==> config.mk <==
export PLATFORM = sky130hd
export DESIGN_NAME = erlang_function_head_finder_top
export DESIGN_NICKNAME = d
export VERILOG_FILES = /design/src/efhf_pkg.sv /design/src/erlang_function_head_finder_top.sv /design/src/efhf_cell.sv
export VERILOG_INCLUDE_DIRS = /design/src /design/src/src
export SDC_FILE = /design/constraint.sdc
export NUM_CORES = 2
export LEC_CHECK = 0
export BUFFER_PORTS_ARGS = -buffer_cell sky130_fd_sc_hd__buf_2
export CORE_ASPECT_RATIO = 0.7
export CORE_MARGIN = 3
export CORE_UTILIZATION = 45
export DETAILED_ROUTE_END_ITERATION = 10
export PLACE_DENSITY_LB_ADDON = 0.3
export SLEW_MARGIN = 20
export SYNTH_ARGS = -nofsm -noshare
export SYNTH_HDL_FRONTEND = slang
export SYNTH_SLANG_ARGS = --single-unit
==> constraint.sdc <==
create_clock -name clk -period 7.9 [get_ports clk]
set_input_delay 1.58 -clock clk [delete_from_list [all_inputs] [get_ports clk]]
set_output_delay 1.58 -clock clk [all_outputs]
set_load 0.005 [all_outputs]
==> src/erlang_function_head_finder_top_defines.svh <==
// ----------------------------------------------------------------------------
// Assertion macros for the function head finder
// Immediate-implication and next-cycle checks, clocked on clk, off in reset.
// ----------------------------------------------------------------------------
`ifndef ERLANG_FUNCTION_HEAD_FINDER_TOP_DEFINES_SVH
`define ERLANG_FUNCTION_HEAD_FINDER_TOP_DEFINES_SVH

// Consequent must hold in the same cycle as the antecedent.
`define EFHF_ASSERT_IMP(lbl, ante, cons, msg) \
	lbl: assert property (@(posedge clk) disable iff (!arst_n) (ante) |-> (cons)) \
		else $error(msg);

// Consequent must hold in the cycle after the antecedent.
`define EFHF_ASSERT_NEXT(lbl, ante, cons, msg) \
	lbl: assert property (@(posedge clk) disable iff (!arst_n) (ante) |=> (cons)) \
		else $error(msg);

`endif

==> src/efhf_pkg.sv <==
// ----------------------------------------------------------------------------
// Function head finder package
// Sizes, scan modes, shared types, character class helpers and end-of-line cleanup.
// ----------------------------------------------------------------------------
package efhf_pkg;

	localparam int NAME_SLOTS  = 64;
	localparam int STACK_DEPTH = 32;
	localparam int CHAR_BITS   = 16;
	localparam int NAME_AW     = $clog2(NAME_SLOTS);
	localparam int LEN_W       = NAME_AW + 1;

	// Scan modes.
	localparam logic [2:0] M_IDLE  = 3'd0;
	localparam logic [2:0] M_NAME  = 3'd1;
	localparam logic [2:0] M_QNAME = 3'd2;
	localparam logic [2:0] M_CAND  = 3'd3;
	localparam logic [2:0] M_ARGS1 = 3'd4;
	localparam logic [2:0] M_ARGS  = 3'd5;
	localparam logic [2:0] M_FIN   = 3'd6;

	// Bracket codes.
	localparam logic [1:0] BR_PAREN = 2'd0;
	localparam logic [1:0] BR_SQUARE = 2'd1;
	localparam logic [1:0] BR_CURLY = 2'd2;
	localparam logic [1:0] BR_NUL = 2'd3;

	// Quote kinds.
	localparam logic [1:0] Q_NONE   = 2'd0;
	localparam logic [1:0] Q_DOUBLE = 2'd1;
	localparam logic [1:0] Q_SINGLE = 2'd2;

	typedef struct packed {
		logic [2:0] mode;
		logic       skip;
		logic [1:0] qk;
		logic       pwd;
		logic [2:0] kp;
	} core_t;

	// Control for the bracket cell row.
	typedef struct packed {
		logic push;
		logic pop;
	} stk_ctrl_t;

	function automatic logic is_head(input logic [CHAR_BITS-1:0] c);
		return (c >= CHAR_BITS'("a") && c <= CHAR_BITS'("z")) ||
			c == CHAR_BITS'("_") || c == CHAR_BITS'("@");
	endfunction

	function automatic logic is_alnum(input logic [CHAR_BITS-1:0] c);
		return is_head(c) || (c >= CHAR_BITS'("A") && c <= CHAR_BITS'("Z")) ||
			(c >= CHAR_BITS'("0") && c <= CHAR_BITS'("9"));
	endfunction

	function automatic logic is_space(input logic [CHAR_BITS-1:0] c);
		return c == CHAR_BITS'(" ") || c == CHAR_BITS'(9) || c == CHAR_BITS'(13) ||
			c == CHAR_BITS'(10) || c == '0;
	endfunction

	// End-of-line cleanup of the scan state.
	function automatic core_t close_line(input core_t s);
		core_t r;
		r = s;
		r.skip = 1'b0;
		r.qk = Q_NONE;
		r.pwd = 1'b0;
		if (r.kp != 3'd0) begin
			r.kp = 3'd0;
			r.mode = M_IDLE;
		end
		if (r.mode == M_NAME) begin
			r.mode = M_CAND;
		end else if (r.mode == M_QNAME) begin
			r.mode = M_IDLE;
		end
		return r;
	endfunction

endpackage

==> src/erlang_function_head_finder_top.sv <==
// Throughput: one input request per cycle while text is being scanned.
// A confirming character stalls input while the name run is read out.
// A mismatched closer stalls input while the bracket cells are searched for its opener.
// Each result passes the name read register and the output register; then one per cycle while m_tready is high.
// Reset (arst_n low, asynchronous) returns to idle scan with an empty stack.
// ----------------------------------------------------------------------------
// Erlang function head finder
// Scans text for column-one atoms followed by an argument list and -> or when.
// ----------------------------------------------------------------------------
`include "erlang_function_head_finder_top_defines.svh"

module erlang_function_head_finder_top (
	input  logic        clk,
	input  logic        arst_n,
	input  logic        s_tvalid,
	output logic        s_tready,
	input  logic [39:0] s_tdata,  // ch [15:0], line_number [39:16]
	input  logic [0:0]  s_tuser,  // line_start [0]
	input  logic        s_tlast,  // line_end
	output logic        m_tvalid,
	input  logic        m_tready,
	output logic [63:0] m_tdata,  // name_char [15:0], func_line [39:16], arity [55:40]
	output logic [0:0]  m_tuser,  // char_valid [0]
	output logic        m_tlast   // last
);
	import efhf_pkg::*;

	localparam logic [1:0] PH_RUN = 2'd0;
	localparam logic [1:0] PH_SEARCH = 2'd1;
	localparam logic [1:0] PH_EMIT = 2'd2;

	logic [1:0]           phase_q, phase_d;
	core_t                core_q, core_d;
	logic [LEN_W-1:0]     nlen_q, nlen_d;
	logic                 nq_q, nq_d;
	logic [23:0]          hline_q, hline_d;
	logic [15:0]          argc_q, argc_d;
	logic [15:0]          depth_q, depth_d;
	logic [1:0]           scode_q, scode_d;
	stk_ctrl_t            sctl;
	logic [1:0]           push_code;
	logic [1:0]           cell_code [STACK_DEPTH];
	logic                 st_en;
	logic [NAME_AW-1:0]   st_addr;
	logic [CHAR_BITS-1:0] name_mem [NAME_SLOTS];
	logic                 go_emit;

	// Input fields.
	logic [CHAR_BITS-1:0] ch;
	logic                 ls, le;
	logic [23:0]          ln;
	assign ch = s_tdata[15:0];
	assign ln = s_tdata[39:16];
	assign ls = s_tuser[0];
	assign le = s_tlast;

	assign s_tready = (phase_q == PH_RUN);

	// Bracket stack as a row of cells; cell 0 is the top.
	for (genvar j = 0; j < STACK_DEPTH; j++) begin : g_cell
		logic [1:0] up, dn;
		if (j == 0) begin : g_top
			assign up = push_code;
		end else begin : g_mid
			assign up = cell_code[j-1];
		end
		if (j == STACK_DEPTH - 1) begin : g_bot
			assign dn = cell_code[j];
		end else begin : g_low
			assign dn = cell_code[j+1];
		end
		efhf_cell u_cell (
			.clk        (clk),
			.ctrl       (sctl),
			.upper_code (up),
			.lower_code (dn),
			.code       (cell_code[j])
		);
	end

	// Emission control signals.
	logic [LEN_W-1:0] ptr_q, max_ptr;
	logic             rv_q, rd_cv_q, rd_last_q, issue, take;
	logic [CHAR_BITS-1:0] rd_data_q;
	assign max_ptr = (nlen_q == '0) ? LEN_W'(1) : nlen_q;
	assign take = rv_q && (!m_tvalid || m_tready);
	assign issue = (phase_q == PH_EMIT) && (ptr_q < max_ptr) && (!rv_q || take);

	// Next-state logic for one character, the bracket search and emission.
	always_comb begin
		core_t      cs;
		logic       run_cand, run_a1, run_args, digit;
		logic [1:0] cl_code;
		logic [15:0] cm1;
		logic [LEN_W-1:0] cap;
		cs = core_q;
		core_d = core_q;
		nlen_d = nlen_q;
		nq_d = nq_q;
		hline_d = hline_q;
		argc_d = argc_q;
		depth_d = depth_q;
		scode_d = scode_q;
		phase_d = phase_q;
		sctl = '0;
		push_code = BR_PAREN;
		st_en = 1'b0;
		st_addr = '0;
		go_emit = 1'b0;
		run_cand = 1'b0;
		run_a1 = 1'b0;
		run_args = 1'b0;
		digit = 1'b0;
		cl_code = BR_PAREN;
		cm1 = depth_q - 16'd1;
		cap = '0;
		if (phase_q == PH_RUN && s_tvalid) begin
			if (ls) begin
				cs = close_line(cs);
			end
			if (!cs.skip) begin
				case (cs.mode)
					M_IDLE: begin
						if (ls && (is_head(ch) || ch == CHAR_BITS'("'"))) begin
							nlen_d = '0;
							nq_d = (ch == CHAR_BITS'("'"));
							hline_d = ln;
							if (nq_d) begin
								cs.mode = M_QNAME;
							end else begin
								cs.mode = M_NAME;
								st_en = 1'b1;
							end
						end
					end
					M_NAME: begin
						if (is_alnum(ch)) begin
							st_en = 1'b1;
						end else begin
							cs.mode = M_CAND;
							run_cand = 1'b1;
						end
					end
					M_QNAME: begin
						if (ch == CHAR_BITS'("'")) begin
							cs.mode = M_CAND;
						end else begin
							st_en = 1'b1;
						end
					end
					M_CAND: run_cand = 1'b1;
					M_ARGS1: run_a1 = 1'b1;
					M_ARGS: run_args = 1'b1;
					M_FIN: begin
						if (cs.kp == 3'd0) begin
							if (is_space(ch)) begin
							end else if (ch == CHAR_BITS'("-")) begin
								cs.kp = 3'd1;
							end else if (ch == CHAR_BITS'("w")) begin
								cs.kp = 3'd2;
							end else if (ch == CHAR_BITS'("%")) begin
								cs.skip = 1'b1;
							end else begin
								cs.mode = M_IDLE;
							end
						end else if ((cs.kp == 3'd1 && ch == CHAR_BITS'(">")) ||
								(cs.kp == 3'd4 && ch == CHAR_BITS'("n"))) begin
							cs.kp = 3'd0;
							cs.mode = M_IDLE;
							cs.skip = 1'b1;
							go_emit = 1'b1;
						end else if ((cs.kp == 3'd2 && ch == CHAR_BITS'("h")) ||
								(cs.kp == 3'd3 && ch == CHAR_BITS'("e"))) begin
							cs.kp = cs.kp + 3'd1;
						end else begin
							cs.kp = 3'd0;
							cs.mode = M_IDLE;
						end
					end
					default: cs.mode = M_IDLE;
				endcase
				// Name character store with its length cap.
				if (st_en) begin
					cap = nq_d ? LEN_W'(NAME_SLOTS - 2) : LEN_W'(NAME_SLOTS - 1);
					if (nlen_d < cap) begin
						st_addr = nlen_d[NAME_AW-1:0];
						nlen_d = nlen_d + LEN_W'(1);
					end else begin
						st_en = 1'b0;
					end
				end
				// Waiting for the opening parenthesis.
				if (run_cand) begin
					if (is_space(ch)) begin
					end else if (ch == CHAR_BITS'("%")) begin
						cs.skip = 1'b1;
					end else if (ch == CHAR_BITS'("(")) begin
						cs.mode = M_ARGS1;
						argc_d = '0;
						depth_d = 16'd1;
						sctl.push = 1'b1;
						push_code = BR_PAREN;
					end else begin
						cs.mode = M_IDLE;
					end
				end
				// First character inside the argument list.
				if (run_a1) begin
					if (is_space(ch)) begin
					end else if (ch == CHAR_BITS'(")")) begin
						cs.mode = M_FIN;
					end else if (ch == CHAR_BITS'("%")) begin
						cs.skip = 1'b1;
					end else begin
						cs.mode = M_ARGS;
						if (argc_d != 16'hFFFF) begin
							argc_d = argc_d + 16'd1;
						end
						run_args = 1'b1;
					end
				end
				// Argument scan.
				if (run_args) begin
					digit = (ch >= CHAR_BITS'("0") && ch <= CHAR_BITS'("9"));
					if (cs.qk != Q_NONE) begin
						if ((cs.qk == Q_DOUBLE && ch == CHAR_BITS'("\"")) ||
								(cs.qk == Q_SINGLE && ch == CHAR_BITS'("'"))) begin
							cs.qk = Q_NONE;
						end
					end else if (ch == CHAR_BITS'("(") || ch == CHAR_BITS'("[") ||
							ch == CHAR_BITS'("{") || ch == '0) begin
						if (depth_d != 16'hFFFF) begin
							if (depth_d < 16'(STACK_DEPTH)) begin
								sctl.push = 1'b1;
								push_code = (ch == CHAR_BITS'("(")) ? BR_PAREN :
									(ch == CHAR_BITS'("[")) ? BR_SQUARE :
									(ch == CHAR_BITS'("{")) ? BR_CURLY : BR_NUL;
							end
							depth_d = depth_d + 16'd1;
						end
					end else if (ch == CHAR_BITS'(")") || ch == CHAR_BITS'("]") ||
							ch == CHAR_BITS'("}")) begin
						cl_code = (ch == CHAR_BITS'(")")) ? BR_PAREN :
							(ch == CHAR_BITS'("]")) ? BR_SQUARE : BR_CURLY;
						depth_d = cm1;
						if (cm1 < 16'(STACK_DEPTH)) begin
							sctl.pop = 1'b1;
						end
						if (cm1 == 16'd0) begin
							cs.mode = M_FIN;
						end else if (cm1 < 16'(STACK_DEPTH) && cell_code[0] != cl_code) begin
							phase_d = PH_SEARCH;
							scode_d = cl_code;
						end
					end else if (ch == CHAR_BITS'(",")) begin
						if (depth_d == 16'd1 && argc_d != 16'hFFFF) begin
							argc_d = argc_d + 16'd1;
						end
					end else if (ch == CHAR_BITS'(";")) begin
						cs.mode = M_IDLE;
					end else if (ch == CHAR_BITS'(".")) begin
						if (!cs.pwd) begin
							cs.mode = M_IDLE;
						end
					end else if (ch == CHAR_BITS'("\"")) begin
						cs.qk = Q_DOUBLE;
					end else if (ch == CHAR_BITS'("'")) begin
						cs.qk = Q_SINGLE;
					end else if (ch == CHAR_BITS'("%")) begin
						cs.skip = 1'b1;
					end
				end
			end
			cs.pwd = digit;
			if (le) begin
				cs = close_line(cs);
			end
			core_d = cs;
			if (go_emit) begin
				phase_d = PH_EMIT;
			end
		end else if (phase_q == PH_SEARCH) begin
			// Pop one cell per cycle down to the topmost matching opener.
			depth_d = cm1;
			if (cm1 == 16'd0) begin
				core_d.mode = M_FIN;
				phase_d = PH_RUN;
			end else begin
				sctl.pop = 1'b1;
				if (cell_code[0] == scode_q) begin
					phase_d = PH_RUN;
				end
			end
		end else if (phase_q == PH_EMIT) begin
			if (ptr_q == max_ptr && !rv_q) begin
				phase_d = PH_RUN;
			end
		end
	end

	// Scan state registers.
	always_ff @(posedge clk or negedge arst_n) begin
		if (!arst_n) begin
			phase_q <= PH_RUN;
			core_q <= '{mode: M_IDLE, skip: 1'b0, qk: Q_NONE, pwd: 1'b0, kp: 3'd0};
			nlen_q <= '0;
			nq_q <= 1'b0;
			hline_q <= '0;
			argc_q <= '0;
			depth_q <= '0;
			scode_q <= BR_PAREN;
		end else begin
			phase_q <= phase_d;
			core_q <= core_d;
			nlen_q <= nlen_d;
			nq_q <= nq_d;
			hline_q <= hline_d;
			argc_q <= argc_d;
			depth_q <= depth_d;
			scode_q <= scode_d;
		end
	end

	// Name store: written during the scan, read during emission.
	always_ff @(posedge clk) begin
		if (st_en && phase_q == PH_RUN && s_tvalid) begin
			name_mem[st_addr] <= ch;
		end
		if (issue) begin
			rd_data_q <= name_mem[ptr_q[NAME_AW-1:0]];
			rd_cv_q <= (nlen_q != '0);
			rd_last_q <= (nlen_q == '0) || (ptr_q + LEN_W'(1) == nlen_q);
		end
	end

	// Read pointer and read-data valid flag.
	always_ff @(posedge clk or negedge arst_n) begin
		if (!arst_n) begin
			ptr_q <= '0;
			rv_q <= 1'b0;
		end else begin
			if (phase_q == PH_RUN) begin
				ptr_q <= '0;
			end else if (issue) begin
				ptr_q <= ptr_q + LEN_W'(1);
			end
			if (issue) begin
				rv_q <= 1'b1;
			end else if (take) begin
				rv_q <= 1'b0;
			end
		end
	end

	// Output register; line and arity are captured with each result so that
	// a waiting result stays intact once the scan resumes.
	logic [CHAR_BITS-1:0] och_q;
	logic                 ocv_q, olast_q;
	logic [23:0]          oline_q;
	logic [15:0]          oarity_q;
	always_ff @(posedge clk or negedge arst_n) begin
		if (!arst_n) begin
			m_tvalid <= 1'b0;
		end else if (take) begin
			m_tvalid <= 1'b1;
		end else if (m_tready) begin
			m_tvalid <= 1'b0;
		end
	end

	always_ff @(posedge clk) begin
		if (take) begin
			och_q <= rd_cv_q ? rd_data_q : '0;
			ocv_q <= rd_cv_q;
			olast_q <= rd_last_q;
			oline_q <= hline_q;
			oarity_q <= argc_q;
		end
	end

	assign m_tdata = {8'd0, oarity_q, oline_q, och_q};
	assign m_tuser = ocv_q;
	assign m_tlast = olast_q;

	`EFHF_ASSERT_IMP(a_search_depth, phase_q == PH_SEARCH,
		depth_q != 16'd0 && depth_q < 16'(STACK_DEPTH), "bracket search out of stored range")
	`EFHF_ASSERT_IMP(a_empty_is_last, m_tvalid && !m_tuser[0], m_tlast,
		"empty name result is not last")
	`EFHF_ASSERT_IMP(a_ptr_bound, phase_q == PH_EMIT, ptr_q <= max_ptr,
		"name read pointer past length")
	`EFHF_ASSERT_NEXT(a_emit_entry, phase_q == PH_RUN && s_tvalid && go_emit,
		phase_q == PH_EMIT, "confirmed head did not start emission")

endmodule

==> src/efhf_cell.sv <==
// ----------------------------------------------------------------------------
// Bracket stack cell
// Holds one bracket code; takes its upper neighbor on push, lower on pop.
// ----------------------------------------------------------------------------
module efhf_cell (
	input  logic                 clk,
	input  efhf_pkg::stk_ctrl_t  ctrl,
	input  logic [1:0]           upper_code,
	input  logic [1:0]           lower_code,
	output logic [1:0]           code
);
	import efhf_pkg::*;

	logic [1:0] code_q;

	// Shift toward the bottom on push, toward the top on pop.
	always_ff @(posedge clk) begin
		if (ctrl.push) begin
			code_q <= upper_code;
		end else if (ctrl.pop) begin
			code_q <= lower_code;
		end
	end

	assign code = code_q;

endmodule
==> metrics.yaml <==
logic_synthesis:
  synth_mux_area_share_pct: 14.84
  ys_types: 90
  ys_ff_latch: 1251
  synth_most_common_cell: "edfxtp_1"
  synth_seq_area_share_pct: 71.63
  syn_avg_cell_area_um2: 17.69
  syn_area_um2: 51840
  synth_edf_count: 1164
  yosysTopAreaCell: "edfxtp_1"
  synthSimpleGateAreaFrac_pct: 7.364
  async_reset_ff_share_pct: 6.954
  synth_top_family_by_area: "multiplexers"
  synth_common_cells: "1164 x edfxtp_1, 373 x nand2_1, 336 x mux4_2"
  synth_area_leaders: "edfxtp_1 67%, mux4_2 15%, dfrtp_1 4.2%"
  yosysTopAreaCellShare_pct: 67.43
  netlist_instances: 2931
  synth_compound_area_share_pct: 3.278
  synth_ff_type: "edfxtp_1"
  synth_xor_area_share_pct: 0.8110
  synthAdderAreaFrac_pct: 0.5069
  yosys_warnings: 0
worst_hold_path:
  min-delay-start: "hline_q[11]$_DFFE_PN0P_"
  hp-class: "reg2reg"
  min_path_cells: 0
  hold_end: "oline_q[11]$_DFFE_PP_"
power:
  p_per_area_nw_per_um2: 301.5
  ir_worst_vdd_mv: 0.2631
  p_leak_uw: 0.01904
  power_uw: 17590
grt:
  grt_overflow: 0
  busiest_layer: "met1"
  antenna_found_initial: 7
  grtUsageTotal_pct: 22.46
  grt_max_degree: 103
  grt.met3_usage_pct: 4.762
  grt_pass1_wl_um: 196900
  grt_use_met1_pct: 35.42
  grt_pass1_vias: 27940
  met2_usage_pct: 32.19
cts:
  post_cts_resized: 0
  cts_buffers: 113
  cts_tree: "built"
  clock-sinks: 1251
  cts_root_buf: "clkbuf_16"
  htreeDepth: 3
  post_cts_buffers: 0
  clk_latency_ns: 0.74
  cts_hold_buf: 0
  cts_buffer_depth: 3
  clk_pin_slew_ns: 0.07
routing:
  drt-initial-drc-count: 4210
  avgViaCountPerCell: 6.123
  firstDrtPassIters: 8
  drt_wl_total_um: 133700
  ant_nets: 0
  drc: 0
  via_count: 28930
  wl_per_cell_um: 28.30
floorplanning:
  die-area_um2: 119400
  io_pins: 114
  die_x_um: 411.7
  initial_core_util_pct: 45.66
  core_um2: 113500
  die_h_um: 290.0
  placementRows: 103
placement:
  place_inst: 4511
  port_buffers: 105
  dp_hpwl_um: 84200
  place_congestion: 0.9058
  dp_slack_ns: 0.5599
worst_setup_path:
  critical_path.cell_chain: "buf_2 -> or4b_1 -> nor3_1 -> nand2_1 -> and2_1 -> ha_1 -> and2_1 -> a211oi_1 -> nand2_1 -> xnor2_1 -> ha_1 -> o221ai_1 -> or3_1 -> o21ai_0 -> and3_1 -> nand4_4 -> a41o_1 -> a311oi_1"
  cpLargestDelayFamily: "simple AND/OR/NAND/NOR gates"
  cp_num_buf_inv: 1
  critPathArrivalTime_ns: 7.27
  start_kind: "primary input"
  cp_slowest_stage_delay_ns: 0.80
  rr_endpoint: "argc_q[15]$_DFFE_PN0P_"
  regToRegSetupSlack_ns: 2.74
  path_class: "in2reg"
  slowest_stage: "nor3_1"
  cp.required_ns: 8.53
  r2r_start: "core_q[0]$_DFFE_PN0P_"
  cp-end-kind: "flop"
  reg2reg_depth: 18
  crit_fanout: 7
sta:
  tightest_slew_ns: 1.089
  skew_ns: 0.03319
  finalSetupViolCount: 0
  fin_crit_sh_pct: 83.96
  drv_slew: 0
  whs_ns: 0.4476
  max_freq_ghz: 0.1508
  hold_viol_final: 0
  min_period_ns: 6.632
  post-route-worst-setup-slack_ns: 1.268
  setup-tns-final_ns: 0
  rsz0062_at_grt: "no"
  relSlewSlack_pct: 27.11
finish:
  layoutNonFillerInstCount: 4725
  area_delta_synth_final_pct: 12.53
  n_fill_cell: 9027
  fin_nets: 3171
  drive_above_1_share_pct: 24.10
outcome:
  outcome: "complete, no violations"
job:
  max-cap-violations: 0
power breakdown:
part / leakage [uW] / switching, uW / internal (uW)
registers: 0.0115 / 317 / 7440
logic: 0.00572 / 2230 / 2010
clock network: 0.00183 / 2450 / 3130
routing by layer:
metal / routed length, um / up-vias
met4: 2446 / 2
met2: 59610 / 1555
met5: 13 / -
met1: 58120 / 15160
met3: 13530 / 175
li1: - / 12030
state kept, by name (all words and copies together), names as in the netlist, 2 cells and up:
| name | count |
|---|---|
| oarity_q | 16 |
| argc_q | 16 |
| och_q | 16 |
| nlen_q | 7 |
| rd_data_q | 16 |
| ptr_q | 7 |
| g_cell.u_cell.code | 64 |
| hline_q | 24 |
| phase_q | 2 |
| core_q | 10 |
| name_mem | 1024 |
| scode_q | 2 |
| depth_q | 16 |
| oline_q | 24 |
how the worst max path moves through the flow:
stage / startpoint / end / cells past startpoint
detailed placement: s_tdata[7] / argc_q[15]$_DFFE_PN0P_ / 18
finish: s_tdata[7] / argc_q[15]$_DFFE_PN0P_ / 18
global route: s_tdata[7] / argc_q[7]$_DFFE_PN0P_ / 19
global placement: s_tdata[7] / argc_q[15]$_DFFE_PN0P_ / 19
floorplan: s_tdata[5] / g_cell[0].u_cell.code[0]$_DFFE_PP_ / 10
CTS: s_tdata[7] / argc_q[15]$_DFFE_PN0P_ / 18
area by class of cell:
type / count / area (um2) / area share [%]
diodes: 4 / 10.01 / 0.01716
clock buffers: 132 / 2899 / 4.970
clock inverters: 78 / 845.8 / 1.450
inverters: 26 / 97.59 / 0.1673
multi-input cells: 1490 / 13980 / 23.97
flip-flops and latches: 1251 / 37150 / 63.68
well taps: 1522 / 1904 / 3.265
repair buffers: 222 / 1444 / 2.475
placed cells by master, fill, tap and decap left out, drive strengths merged, types with 47 or more instances in the layout:
cell | Yosys | layout
a21oi | 56 | 56
buf | 52 | 222
clkbuf | 119 | 132
clkinv | 0 | 54
dfrtp | 87 | 87
edfxtp | 1164 | 1164
mux4 | 336 | 336
nand2 | 373 | 373
nor2 | 153 | 153
nor3 | 47 | 47
o21ai | 70 | 70
cell families after synthesis:
| family | after synthesis |
|---|---|
| adder cells (fa/ha/maj) | 21 |
| other | 1 |
| multiplexers | 347 |
| flip-flops | 1251 |
| AO/OA/AOI/OAI | 253 |
| AND/OR/NAND/NOR | 813 |
| XOR/XNOR | 48 |
| buffers and inverters | 197 |
metrics by stage:
step | instance area, um2 | util (%)
after floorplan | 51860 | -
after global placement | 54580 | 48.07
after detailed placement | 54580 | 48.07
after CTS | 58320 | 51.37
after global routing | 58320 | 51.37
final | 58330 | 51.38
No activity file was read; power rests on OpenSTA's default activity.
